File: config.mk
export PLATFORM = sky130hd
export DESIGN_NAME = tjp_iter_unit
export DESIGN_NICKNAME = d
export VERILOG_FILES = /design/src/design/trapezoidal_joint_profile_assert.svh /design/src/design/tjp_pkg.sv /design/src/design/tjp_iter_unit.sv
export SDC_FILE = /design/constraint.sdc
export NUM_CORES = 1
export LEC_CHECK = 0
export BUFFER_PORTS_ARGS = -buffer_cell sky130_fd_sc_hd__buf_2
export CAP_MARGIN = 30
export CORE_AREA = 2 2 130 163
export CTS_CLUSTER_DIAMETER = 60
export DETAILED_ROUTE_END_ITERATION = 8
export DIE_AREA = 0 0 132 165
export PLACE_DENSITY = 0.76
export SETUP_SLACK_MARGIN = 0.4
export SLEW_MARGIN = 5
export SYNTH_ARGS = -nofsm -noshare
export SYNTH_HDL_FRONTEND = slang
export SYNTH_SLANG_ARGS = --single-unit
export TNS_END_PERCENT = 5
File: constraint.sdc
create_clock -name clk -period 9.7 [get_ports clk]
set_input_delay 0 -clock clk [delete_from_list [all_inputs] [get_ports clk]]
set_output_delay 0 -clock clk [all_outputs]
set_load 0.03 [all_outputs]
File: src/design/trapezoidal_joint_profile_assert.svh
// Assertion macros for the trapezoidal joint profile block.
// Included by the RTL files that carry concurrent assertions.
`ifndef TRAPEZOIDAL_JOINT_PROFILE_ASSERT_SVH
`define TRAPEZOIDAL_JOINT_PROFILE_ASSERT_SVH
`ifndef SYNTHESIS
`define TJP_ASSERT_IMPLY(label, clk, rst_n, ante, cons, msg) \
    label: assert property (@(posedge clk) disable iff (!rst_n) (ante) |-> (cons)) \
        else $error(msg);
`define TJP_ASSERT_NEXT(label, clk, rst_n, ante, cons, msg) \
    label: assert property (@(posedge clk) disable iff (!rst_n) (ante) |=> (cons)) \
        else $error(msg);
`else
`define TJP_ASSERT_IMPLY(label, clk, rst_n, ante, cons, msg)
`define TJP_ASSERT_NEXT(label, clk, rst_n, ante, cons, msg)
`endif
`endif

File: src/design/tjp_pkg.sv
// Shared types and constants of the trapezoidal joint profile block.
// Used by tjp_iter_unit and trapezoidal_joint_profile; depends on nothing.
`default_nettype none

package tjp_pkg;

    typedef enum logic [3:0] {
        ST_IDLE,
        ST_DISPATCH,
        ST_LD_CHECK,
        ST_LD_MVV,
        ST_LD_MDA,
        ST_LD_CMP,
        ST_LD_DIV1,
        ST_LD_SQRT,
        ST_LD_DIV2,
        ST_LD_STORE,
        ST_SM_CEND,
        ST_SM_CLASS,
        ST_MUL_LO,
        ST_MUL_HI,
        ST_MUL_ACC,
        ST_SM_POS
    } state_t;

    typedef enum logic {
        IU_DIV,
        IU_SQRT
    } iu_mode_t;

    typedef struct packed {
        logic     go;
        iu_mode_t mode;
    } iu_ctrl_t;

    typedef enum logic [1:0] {
        MSTEP_AT,
        MSTEP_AT2,
        MSTEP_VT
    } mstep_t;

    localparam logic [1:0] STATUS_OK       = 2'd0;
    localparam logic [1:0] STATUS_REJECT   = 2'd1;
    localparam logic [1:0] STATUS_UNLOADED = 2'd2;

    localparam logic [1:0] SEG_ACCEL  = 2'd0;
    localparam logic [1:0] SEG_CRUISE = 2'd1;
    localparam logic [1:0] SEG_DECEL  = 2'd2;
    localparam logic [1:0] SEG_DONE   = 2'd3;

    localparam logic [6:0] DIV_STEPS  = 7'd64;
    localparam logic [6:0] SQRT_STEPS = 7'd32;

    // Products are clamped at 2^48 before use.
    localparam logic [63:0] MQ_CAP = 64'h0001_0000_0000_0000;

endpackage

`default_nettype wire

File: src/design/tjp_iter_unit.sv
// Iterative divider (64 by 32 bits, one quotient bit a cycle) and square
// root (64 bits, one root bit a cycle) sharing one subtract-compare path.
// Depends on tjp_pkg.
`default_nettype none

module tjp_iter_unit (
    input  logic              clk,
    input  logic              rst_n,
    input  tjp_pkg::iu_ctrl_t ctrl,
    input  logic [63:0]       operand,
    input  logic [31:0]       divisor,
    output logic              done,
    output logic [63:0]       result
);

    logic              busy_reg;
    logic              done_reg;
    tjp_pkg::iu_mode_t mode_reg;
    logic [6:0]        cnt_reg;
    logic [63:0]       x_reg;
    logic [31:0]       div_reg;
    logic [34:0]       rem_reg;
    logic [63:0]       q_reg;

    logic [34:0] shifted;
    logic [34:0] trial;
    logic [35:0] diff;
    logic        ge;

    always_comb
    begin
        if (mode_reg == tjp_pkg::IU_DIV)
        begin
            shifted = {rem_reg[33:0], x_reg[63]};
            trial   = {3'b000, div_reg};
        end
        else
        begin
            shifted = {rem_reg[32:0], x_reg[63:62]};
            trial   = {q_reg[32:0], 2'b01};
        end
        diff = {1'b0, shifted} - {1'b0, trial};
        ge   = ~diff[35];
    end

    always_ff @(posedge clk or negedge rst_n)
    begin
        if (!rst_n)
        begin
            busy_reg <= 1'b0;
            done_reg <= 1'b0;
            mode_reg <= tjp_pkg::IU_DIV;
            cnt_reg  <= '0;
        end
        else
        begin
            done_reg <= 1'b0;
            if (ctrl.go)
            begin
                busy_reg <= 1'b1;
                mode_reg <= ctrl.mode;
                cnt_reg  <= (ctrl.mode == tjp_pkg::IU_DIV) ? tjp_pkg::DIV_STEPS
                                                           : tjp_pkg::SQRT_STEPS;
            end
            else if (busy_reg)
            begin
                cnt_reg <= cnt_reg - 7'd1;
                if (cnt_reg == 7'd1)
                begin
                    busy_reg <= 1'b0;
                    done_reg <= 1'b1;
                end
            end
        end
    end

    always_ff @(posedge clk)
    begin
        if (ctrl.go)
        begin
            x_reg   <= operand;
            div_reg <= divisor;
            rem_reg <= '0;
            q_reg   <= '0;
        end
        else if (busy_reg)
        begin
            x_reg   <= (mode_reg == tjp_pkg::IU_DIV) ? {x_reg[62:0], 1'b0}
                                                     : {x_reg[61:0], 2'b00};
            rem_reg <= ge ? diff[34:0] : shifted;
            q_reg   <= {q_reg[62:0], ge};
        end
    end

    assign done   = done_reg;
    assign result = q_reg;

endmodule

`default_nettype wire

# Word level (Yosys, flattened, before mapping)
# Index checks and enable logic that the tools add are counted.
word_totals:
  reg_bits: 204
  latchBits: 0
  ramBits: 0
  rom_bits: 0
  input_bits: 100
  out_inout_bits: 65
  memories: 0
classes:
  add_sub_neg: 2
  mul: 0
  div: 0
  n_lt_le_gt_ge: 0
  eq_ne: 1
  shifts: 0
  mux: 15
  n_bitwise: 1
  n_reduce_logical: 1
op_table:
  columns: ["op", "n"]
  rows:
  - ["2-to-1 mux 64 bit", 3]
  - ["2-to-1 mux 35 bit", 2]
  - ["subtractor 35 x 35 -> 36 bit", 1]
  - ["2-to-1 mux 34 bit", 1]
  - ["2-to-1 mux 7 bit", 3]
  - ["equality test 7 x 1 -> 1 bit (second input constant)", 1]
  - ["subtractor 7 x 1 -> 7 bit (second input constant)", 1]
  - ["2-to-1 mux 1 bit", 6]
  - ["nonzero test 2 bit", 1]
  - ["inverter 1 bit", 1]

# Logic depth before layout (Yosys ltp)
# Gate-level depths: netlist (run 1).
logic_depth:
  depth_word: 4
  depth_mapped: 16

# Worst setup path after synthesis (run 1)
# No wires, ideal clock.
synth_path:
  kind: "register -> register"
  start: "register mode_reg"
  end: "register rem_reg[24]"
  setup_ns: 0.091
  arrival_time_ns: 3.563
  required_time_ns: 9.609
  setup_slack_ns: 6.046
  stages_incl_launch_ff: 16
  n_path_buf: 4
  synth_period_minus_slack_ns: 3.654
  path_cell_list: "dfrtp_1 -> clkbuf_1 -> clkbuf_1 -> buf_1 -> mux2i_1 -> ha_1 -> a21o_1 -> a211o_1 -> o211ai_1 -> a21oi_1 -> or3_1 -> o21bai_4 -> nand2_4 -> buf_4 -> nand2_1 -> a311oi_1"
synth_between:
  elab_chain_cells: 3
  elab_cells_between_ends: 4
  classes_between: "add/sub: 1; mux: 3"
synth_rtl:
  columns: ["item", "line", "text"]
  rows:
  - ["start: declaration", "tjp_iter_unit.sv:18", "tjp_pkg::iu_mode_t mode_reg;"]
  - ["start signal: assignment", "tjp_iter_unit.sv:52", "mode_reg <= tjp_pkg::IU_DIV;"]
  - ["start signal: assignment", "tjp_iter_unit.sv:61", "mode_reg <= ctrl.mode;"]
  - ["2-to-1 mux 35 bit", "tjp_iter_unit.sv:32", "if (mode_reg == tjp_pkg::IU_DIV)"]
  - ["subtractor 35 x 35 -> 36 bit", "tjp_iter_unit.sv:42", "diff = {1'b0, shifted} - {1'b0, trial};"]
  - ["2-to-1 mux 34 bit (*)", "tjp_iter_unit.sv:90", "rem_reg <= ge ? diff[34:0] : shifted;"]
  - ["end signal: assignment", "tjp_iter_unit.sv:90", null]
  - ["end: declaration", "tjp_iter_unit.sv:22", "logic [34:0] rem_reg;"]
# Mark *: on every way between the ends. The rest lies on a longest branch, timed or not.
# A chain may end at the register's enable or synchronous reset.

# Worst setup path after layout (run 1)
layout_path:
  start: "register mode_reg"
  end: "register rem_reg[29]"
# Same word-level chain as after synthesis.

==> metrics, run 1 <==
first-pass GRT wire length 43.2 mm; fillers 1496; EDFF count, synth 96; Comb power frac roughly 47%; die area about 0.022 mm^2; min Tclk post-route around 4.4 ns; Max transition margin 38.9%; Hold Crit Class in -> reg; syn_nets roughly 1200; maximum VDD drop 0.205 mV; NetSw between 0.001 and 0.0015 W; DRT iter0 DRCs 445; outcome finished clean; final HPWL from detailed placement ~16 mm; Clock Skew 0.0135 ns; area of the multi-input gates 0.00554 mm^2; Synth Warn # 0; Place WS about 5.3 ns; dominant synthesized flop cell dfxtp_1; setup bufs post-CTS 0; CP required around 10 ns; Ant. Diodes 0; grt ovf 0; most frequent cell after synthesis mux2i_1; Fin Hold WS 0.00762 ns; initial antenna violation count 0; DRC errors left 0; # Max-Cap Violations 0; data arrival at the endpoint of the critical path approximately 4.8 ns; Die Y ~170 um; vias in the first global route a little under 9000; core area 0.0201 mm^2; Mean Syn Cell Area 10.1 um^2; Crit. End Element flip-flop; remaining antenna violation count 0; area grow syn2layout 24.9%; clk sinks approximately 200; fmax around 230 MHz; Yosys top cell by area edfxtp_1; crit-path max FO 37; # IOs around 170; final setup TNS 0 ns; Startpoint Class flip-flop; largest net degree at the start of global routing between 100 and 150; placed insts 1458; Final Slew Violations 0; worst slew pin tran between 0.9 and 1 ns; power per cell area between 200 and 300 mW/mm^2; register bit total from synthesis just over 200; top cells by count, synth mux2i_1 (159), nand2_1 (136), nor2_1 (119), dfxtp_1 (98), edfxtp_1 (96); switching share of total power 38.5%; register share of total power between 30% and 40%; final hold vios 0; initial core utilization between 50% and 60%; vias per inst roughly 5.6; DR WL/cell roughly 17 um; top cell type's share of synthesized area about a quarter; Seq/Total Area, Yosys 46.6%; slowest CP cell dfrtp_4; share of post-route cells with drive strength above 1 approximately a fifth; Rows 58; slowest stage delay, CP ~0.76 ns; synth unique cells 67; H-tree levels 1; RSZ-0062 raised after global routing no; largest cells by area after synthesis edfxtp_1 (26%), dfxtp_1 (18%), mux2i_1 (15%); LEAKAGE ~6.3 nW; clock latency on the worst-skew pair 0.50 ns; crit path cell chain buf_12 > mux2_2 > ha_1 > nand2_1 > nor2_1 > a211oi_1 > o31ai_1 > or3_1 > o21ba_2 > nor2_2 > buf_4 > nand2_1 > a311oi_1; Pre-antenna DRT Iters 5; final net count about 1500; Post-synth ARST share about 4.9%; most used cell, CP nand2_1; Hold-fix buffers, CTS just under 100; Final Setup Violations 0; final period utilization between 40% and 50%; Cells after Synth between 1000 and 1500; Worst Setup Path Type reg -> reg; global placement routability congestion approximately 0.89; root buf cell clkbuf_16; cts bufs inserted 21; post-route design area approximately 0.014 mm^2; Clk pwr share between 20 and 25%; Synth Cell Area 0.0109 mm^2; final worst slack between 5 and 6 ns; WL final approximately 27 mm; die width roughly 130 um; internal power between 0.002 and 0.0025 W; CTS resizes 0; port bufs approximately 160; Placed Area around 0.012 mm^2; Tot GR Track Use between 20% and 30%; clk buf depth 3; sequential cell area 0.00510 mm^2; DR vias roughly 9000; CTS tree yes; clk slew on worst S/H paths about 0.07 ns; final non-filler cell total roughly 1600
[cells in the final DEF (no fill, tap or decap), types with 3 or more instances in the layout]
master,instances
or3_1,7
dlygate4sd3_1,99
nand4_1,3
buf_4,7
dfxtp_1,98
o211ai_1,9
nor4_1,3
ha_1,37
clkinv_2,4
a21oi_1,40
nor3_1,5
and2_1,3
mux2_2,33
buf_2,163
or2_2,4
clkbuf_8,3
dfrtp_1,8
inv_1,11
nand2_1,136
a211oi_1,8
a211o_1,3
clkbuf_16,23
o21a_1,8
clkbuf_1,3
nand2b_1,10
o31ai_1,5
nand3_1,16
mux2i_1,159
xnor2_1,23
o21ai_0,74
xor2_1,9
edfxtp_1,96
a311oi_1,24
nor2b_1,5
a21o_1,9
o21ai_1,8
nor2_1,119
o21bai_1,5
[stage by stage]
| step | power (W) | utilization, % |
|---|---|---|
| finish | 0.00375 | 68.0 |
| global placement | 0.00282 | 59.2 |
| detailed placement | 0.00286 | 59.2 |
| global route | 0.00401 | 68.0 |
| CTS | 0.00374 | 67.7 |
| floorplan | 0.00252 | - |
[cell families (layout without fill, tap and decap cells)]
| family | Yosys count | in the layout | synth area share, % |
|---|---|---|---|
| multiplexers | 192 | 192 | 18.0 |
| flip-flops | 204 | 204 | 46.6 |
| AND/OR/NAND/NOR | 321 | 321 | 12.4 |
| AO/OA/AOI/OAI | 219 | 219 | 13.3 |
| adder cells (fa/ha/maj) | 38 | 38 | 4.42 |
| buffers and inverters | 77 | 321 | 2.77 |
| XOR/XNOR | 32 | 32 | 2.56 |
[metal layers]
| layer | part of all wire (%) | wire [um] | GRT usage [%] | vias to the layer above |
|---|---|---|---|---|
| li1 | - | - | - | 4385 |
| met5 | 0 | 0 | 0 | - |
| met1 | 42 | 11300 | 29.7 | 4231 |
| met4 | 2.3 | 617 | 7.21 | 0 |
| met3 | 5.3 | 1420 | 3.41 | 53 |
| met2 | 50 | 13300 | 42.9 | 281 |
[critical path: cells and delay by family, from the launching register on]
family          cells  cell delay (ns)
compound gates      4             0.86
fa+ha+maj           1             0.42
buf+inv             2             0.66
flops               1             0.76
mux                 1             0.38
simple gates        5             1.18
[path summary, 6_finish.rpt]
check	startpoint	depth (start not counted)	slack, ns	end
max	mode_reg	13	5.31	rem_reg[29]
min	ctrl[1]	2	0.008	result[10]
max reg2reg	mode_reg	13	5.31	rem_reg[29]
min reg2reg	rem_reg[13]	2	0.48	rem_reg[13]
max in group asynchronous	rst_n	3	8.84	mode_reg
min in group asynchronous	rst_n	3	0.51	done
[layout make-up]
| type | instances | share of cell area, % |
|---|---|---|
| inverters | 11 | 0.302 |
| clock buffers | 28 | 4.50 |
| multi-input cells | 802 | 40.5 |
| flip-flops and latches | 204 | 37.3 |
| repair buffers | 272 | 14.1 |
| well taps | 270 | 2.47 |
| clock inverters | 10 | 0.797 |
[power groups by stage]
stage          combinational, W  clock [W]  sequential (W)
6_report                0.00175   0.000840         0.00116
5_1_grt                 0.00195   0.000889         0.00117
4_1_cts                 0.00173   0.000852         0.00116
3_5_place_dp            0.00168          0         0.00117
3_3_place_gp            0.00166          0         0.00117
2_1_floorplan           0.00139          0         0.00113
Note: power is estimated with default switching activity, not from simulation.
==> inputs of run 2 (changes only) <==
==> constraint.sdc (replaced) <==
create_clock -name clk -period 4.1 [get_ports clk]
set_input_delay 0 -clock clk [delete_from_list [all_inputs] [get_ports clk]]
set_output_delay 0 -clock clk [all_outputs]
set_load 0.03 [all_outputs]
==> run 2 against run 1 <==
Routed wire length is 0.21% higher. Combinational power rose to 2.6 times the previous value. Critical path depth increased by 1. Critical path type unchanged. Critical endpoint is now rem_reg[30].
==> metrics, run 2 (synthesis gave the netlist of run 1 again) <==
cts bufs inserted 21 (unchanged); sequential cell area 0.00510 mm^2 (unchanged); Max transition margin 37.6% (was 38.9%); Die Y 165 um (unchanged); remaining antenna violation count 0 (unchanged); final worst slack 0.451 ns (was 5.31 ns); Rows 58 (unchanged); vias in the first global route 8683 (was 8876); most frequent cells in the layout buf_2 (163), mux2i_1 (157), nand2_1 (136), nor2_1 (118), dlygate4sd3_1 (99) (was buf_2 (163), mux2i_1 (159), nand2_1 (136), nor2_1 (119), dlygate4sd3_1 (99)); most common cell after layout, fill and taps aside buf_2 (unchanged); Crit. End Element flip-flop (unchanged); area grow syn2layout 26.8% (was 24.9%); H-tree levels 1 (unchanged); crit-path max FO 6 (was 37); first-pass GRT wire length 42.7 mm (was 43.2 mm); # IOs 165 (unchanged); data arrival at the endpoint of the critical path 4.04 ns (was 4.79 ns); die area 0.0218 mm^2 (unchanged); root buf cell clkbuf_16 (unchanged); vias per inst 5.53 (was 5.60); final period utilization 89.0% (was 45.2%); final hold vios 0 (unchanged); DRC errors left 0 (unchanged); Place WS 0.228 ns (was 5.29 ns); outcome finished clean (unchanged); min Tclk post-route 3.65 ns (was 4.39 ns); fillers 1474 (was 1496); Pwr Total 0.00910 W (was 0.00375 W); CP required 4.49 ns (was 10.10 ns); fmax 274 MHz (was 228 MHz); clk buf depth 3 (unchanged); port bufs 164 (unchanged); Hold Path Depth 2 (unchanged); power per cell area 656 mW/mm^2 (was 275 mW/mm^2); Finished Core Util 69.0% (was 68.0%); core area 0.0201 mm^2 (unchanged); clk sinks 204 (unchanged); Final Slew Violations 0 (unchanged); # Max-Cap Violations 0 (unchanged); worst slew pin tran 0.936 ns (was 0.916 ns); RSZ-0062 raised after global routing yes (was no); clock latency on the worst-skew pair 0.49 ns (was 0.50 ns); grt ovf 0 (unchanged); Startpoint Class flip-flop (unchanged); share of post-route cells with drive strength above 1 20.9% (was 19.4%); Worst Setup Path Type reg -> reg (unchanged); die width 132 um (unchanged); CTS tree yes (unchanged); maximum VDD drop 0.446 mV (was 0.205 mV); Clock Skew 0.0195 ns (was 0.0135 ns); initial antenna violation count 1 (was 0); final setup TNS 0 ns (unchanged); initial core utilization 54.4% (unchanged); path depth of the worst reg2reg path 14 (was 13); Pre-antenna DRT Iters 5 (unchanged); final HPWL from detailed placement 16.1 mm (was 15.9 mm); WL final 26.7 mm (about the same); Hold Crit Class in -> reg (unchanged); DRT iter0 DRCs 437 (was 445); LEAKAGE 6.34 nW (was 6.26 nW); largest net degree at the start of global routing 118 (was 103); final net count 1466 (was 1450); DR vias 8919 (was 8950); Final Setup Violations 0 (unchanged); area of the multi-input gates 0.00562 mm^2 (was 0.00554 mm^2); Tot GR Track Use 23.6% (was 23.8%); DR WL/cell 16.6 um (was 16.7 um); clk slew on worst S/H paths 0.06 ns (was 0.07 ns); global placement routability congestion 0.947 (was 0.891)
==> run 2: worst paths after layout <==
kind / startpoint / end / slack, ns
max in group asynchronous: rst_n / mode_reg / 3.19
min in group asynchronous: rst_n / cnt_reg[4] / 0.55
hold reg to reg: rem_reg[33] / rem_reg[33] / 0.48
setup reg to reg: mode_reg / rem_reg[30] / 0.45
hold / removal: ctrl[1] / result[10] / 0.09
setup / recovery: mode_reg / rem_reg[30] / 0.45
==> run 2: report_power, final <==
group	internal [W]	switching, W	total [W]
registers	0.00249	0.000219	0.00271
logic	0.00194	0.00255	0.00449
clock network	0.00113	0.000767	0.00189
total	0.00556	0.00354	0.00910
==> run 2: layout make-up <==
cell class,instances,area share (%)
well taps,270,2.44
flip-flops and latches,204,36.8
clock buffers,28,4.22
multi-input cells,802,40.5
diodes,1,0.0181
inverters,11,0.298
clock inverters,9,0.704
repair buffers,288,15.0
==> run 2: repair_timing <==
item	in CTS	in global routing
hold endpoints to repair	109	0
setup endpoints to repair	19	34
setup buffers	1	8
pin swaps	0	7
hold buffers	99	0
resized for setup	2	12
==> run 2: layer usage <==
layer	GRT usage (%)	wire [um]
met3	3.56	1400
met5	0	0
met4	6.03	453
met1	29.4	11500
met2	42.8	13400
==> run 2: critical path: stages (launching register included) <==
cell and delay, ns:
dfrtp_4 0.49, buf_4 0.18, buf_4 0.16, mux2_2 0.35, ha_1 0.39, and3_1 0.22, a221oi_2 0.31, o32ai_2 0.15
nor2_2 0.15, a21oi_2 0.11, o41a_1 0.43, buf_4 0.16, xor2_1 0.13, nand2_1 0.08, a311oi_1 0.23
==> run 2: stage by stage <==
step,instances,instance area (um^2),hold WS (ns)
5_1_grt,1613,13900,0.129
3_3_place_gp,1465,12000,-0.130
4_1_cts,1603,13700,0.0890
3_5_place_dp,1466,12000,-0.129
2_1_floorplan,1083,10900,-0.296
6_report,1613,13900,0.0898
==> inputs of run 3 (changes only) <==
--- a/config.mk
+++ b/config.mk
@@ -7,11 +7,10 @@
 export LEC_CHECK = 0
 export BUFFER_PORTS_ARGS = -buffer_cell sky130_fd_sc_hd__buf_2
 export CAP_MARGIN = 30
-export CORE_AREA = 2 2 130 163
+export CORE_AREA = 2 2 151 190
 export CTS_CLUSTER_DIAMETER = 60
 export DETAILED_ROUTE_END_ITERATION = 8
-export DIE_AREA = 0 0 132 165
-export PLACE_DENSITY = 0.76
+export DIE_AREA = 0 0 153 192
 export SETUP_SLACK_MARGIN = 0.4
 export SLEW_MARGIN = 5
 export SYNTH_ARGS = -nofsm -noshare
==> run 3 against run 2 <==
Register-to-register slack better by 0.03 ns. Utilization fell by 17 points. Maximum frequency up 0.82%. Worst setup slack gained 0.030 ns. Total power rose by 3.8%. Clock-buffer cell count up 2. Sequential cell count stayed put. First-iteration DRC count down 6.6%. Clock power increased by 11%. Critical path type unchanged. Critical endpoint is now rem_reg[27]. Largest power group unchanged.
==> metrics, run 3 (synthesis gave the netlist of run 1 again) <==
Pre-antenna DRT Iters 5 (unchanged); Rows 68 (was 58); Ant. Diodes 0 (was 1); initial antenna violation count 0 (was 1); clk slew on worst S/H paths 0.06 ns (about the same); # IOs 165 (unchanged); slowest CP cell dfrtp_4 (unchanged); final period utilization 88.3% (was 89.0%); crit path cell chain buf_12 > buf_12 > buf_4 > mux2_2 > ha_1 > a21oi_1 > nor2_1 > a211oi_1 > o31ai_1 > or3_1 > o21bai_4 > nand2_4 > buf_4 > nand2_1 > a311oi_1 (was buf_4 > buf_4 > mux2_2 > ha_1 > and3_1 > a221oi_2 > o32ai_2 > nor2_2 > a21oi_2 > o41a_1 > buf_4 > xor2_1 > nand2_1 > a311oi_1); Tot GR Track Use 17.4% (was 23.6%); sequential cell area 0.00510 mm^2 (unchanged); LEAKAGE 6.46 nW (was 6.34 nW); DR WL/cell 15.6 um (was 16.6 um); grt ovf 0 (unchanged); outcome finished clean (unchanged); die width 153 um (was 132 um); largest net degree at the start of global routing 142 (was 118); first-pass GRT wire length 42.6 mm (was 42.7 mm); vias in the first global route 8470 (was 8683); CTS tree yes (unchanged); Clock Skew 0.0201 ns (was 0.0195 ns); DRC errors left 0 (unchanged); final HPWL from detailed placement 17.0 mm (was 16.1 mm); Hold Crit Class in -> reg (unchanged); Final Slew Violations 0 (unchanged); Pwr Total 0.00944 W (was 0.00910 W); final net count 1479 (was 1466); DR vias 8798 (was 8919); vias per inst 5.15 (was 5.53); RSZ-0062 raised after global routing yes (unchanged); clk buf depth 3 (unchanged); H-tree levels 1 (unchanged); clk sinks 204 (unchanged); share of post-route cells with drive strength above 1 21.6% (was 20.9%); Final Setup Violations 0 (unchanged); Max transition margin 46.1% (was 37.6%); cts bufs inserted 24 (was 21); most common cell after layout, fill and taps aside buf_2 (unchanged); CP required 4.53 ns (was 4.49 ns); final hold vios 0 (unchanged); initial core utilization 39.8% (was 54.4%); reg2reg setup slack 0.48 ns (was 0.45 ns); area grow syn2layout 29.5% (was 26.8%); crit-path max FO 10 (was 6); WL final 26.7 mm (about the same); fmax 276 MHz (was 274 MHz); global placement routability congestion 0.872 (was 0.947); clock latency on the worst-skew pair 0.53 ns (was 0.49 ns); maximum VDD drop 0.432 mV (was 0.446 mV); Crit. End Element flip-flop (unchanged); Startpoint Class flip-flop (unchanged); worst slew pin tran 0.808 ns (was 0.936 ns); final setup TNS 0 ns (unchanged); power per cell area 667 mW/mm^2 (was 656 mW/mm^2); Worst Setup Path Type reg -> reg (unchanged); fillers 2470 (was 1474); data arrival at the endpoint of the critical path 4.05 ns (was 4.04 ns); root buf cell clkbuf_16 (unchanged); Die Y 192 um (was 165 um); # Max-Cap Violations 0 (unchanged); core area 0.0275 mm^2 (was 0.0201 mm^2); area of the multi-input gates 0.00558 mm^2 (was 0.00562 mm^2); DRT iter0 DRCs 408 (was 437); slowest stage delay, CP 0.48 ns (was 0.49 ns); port bufs 164 (unchanged); most frequent cells in the layout buf_2 (163), mux2i_1 (157), nand2_1 (136), nor2_1 (119), dlygate4sd3_1 (99) (was buf_2 (163), mux2i_1 (157), nand2_1 (136), nor2_1 (118), dlygate4sd3_1 (99)); remaining antenna violation count 0 (unchanged); die area 0.0294 mm^2 (was 0.0218 mm^2); min Tclk post-route 3.62 ns (was 3.65 ns)
run 3: cell count changes in the layout (fill, tap and decap cells not counted), moves of 2 or more:
cell       before  now
buf_12          2    8
clkinv_4        0    2
clkinv_2        2    5
buf_4          20   24
clkbuf_16      22   24
o21ai_1         7    9
run 3: final cells by class:
class	count	share of cell area, %
multi-input combinational	802	39.4
timing repair buffer	298	15.6
sequential	204	36.0
clock buffer	30	4.54
inverter	11	0.292
tap	350	3.09
clock inverter	14	1.01
run 3: worst max-delay path: cells and delay by family (launching register included):
kind                     cells  cell delay (ns)
AO/OA/AOI/OAI                5             1.11
AND/OR/NAND/NOR              4             0.67
buffers and inverters        4             0.59
flip-flops                   1             0.48
adder cells (fa/ha/maj)      1             0.37
multiplexers                 1             0.28
run 3: path summary, 6_finish.rpt:
path,depth (start not counted),startpoint,to
max in group asynchronous,3,rst_n,mode_reg
min,2,ctrl[1],result[11]
max,15,mode_reg,rem_reg[27]
max reg2reg,15,mode_reg,rem_reg[27]
min reg2reg,2,rem_reg[13],rem_reg[13]
min in group asynchronous,3,rst_n,cnt_reg[2]
run 3: per-stage QoR:
step / setup WS [ns] / hold slack, ns / cells / instance area [um^2] / utilization (%)
after floorplan: 0.446 / -0.296 / 1083 / 10900 / -
after detailed placement: 0.310 / -0.123 / 1553 / 12200 / 44.3
final: 0.481 / 0.0637 / 1709 / 14200 / 51.5
after global placement: 0.320 / -0.123 / 1553 / 12200 / 44.3
after global routing: 0.338 / 0.149 / 1709 / 14200 / 51.5
after CTS: 0.451 / 0.117 / 1701 / 14000 / 50.9
run 3: layer usage:
metal | GRT usage, % | wire [um]
met1 | 22.9 | 12200
met2 | 29.6 | 12700
met3 | 2.50 | 1150
met4 | 5.31 | 680
met5 | 0 | 0
run 3: power breakdown:
part | internal, W | switching (W)
Clock | 0.00124 | 0.000851
Combinational | 0.00210 | 0.00255
Sequential | 0.00249 | 0.000208
run 3: timing repair:
action,CTS,global route
resized for setup,0,8
setup endpoints to repair,3,30
hold endpoints to repair,109,0
buffers inserted,5,6
hold buffers,99,0
pin swaps,0,1
gates cloned,0,0
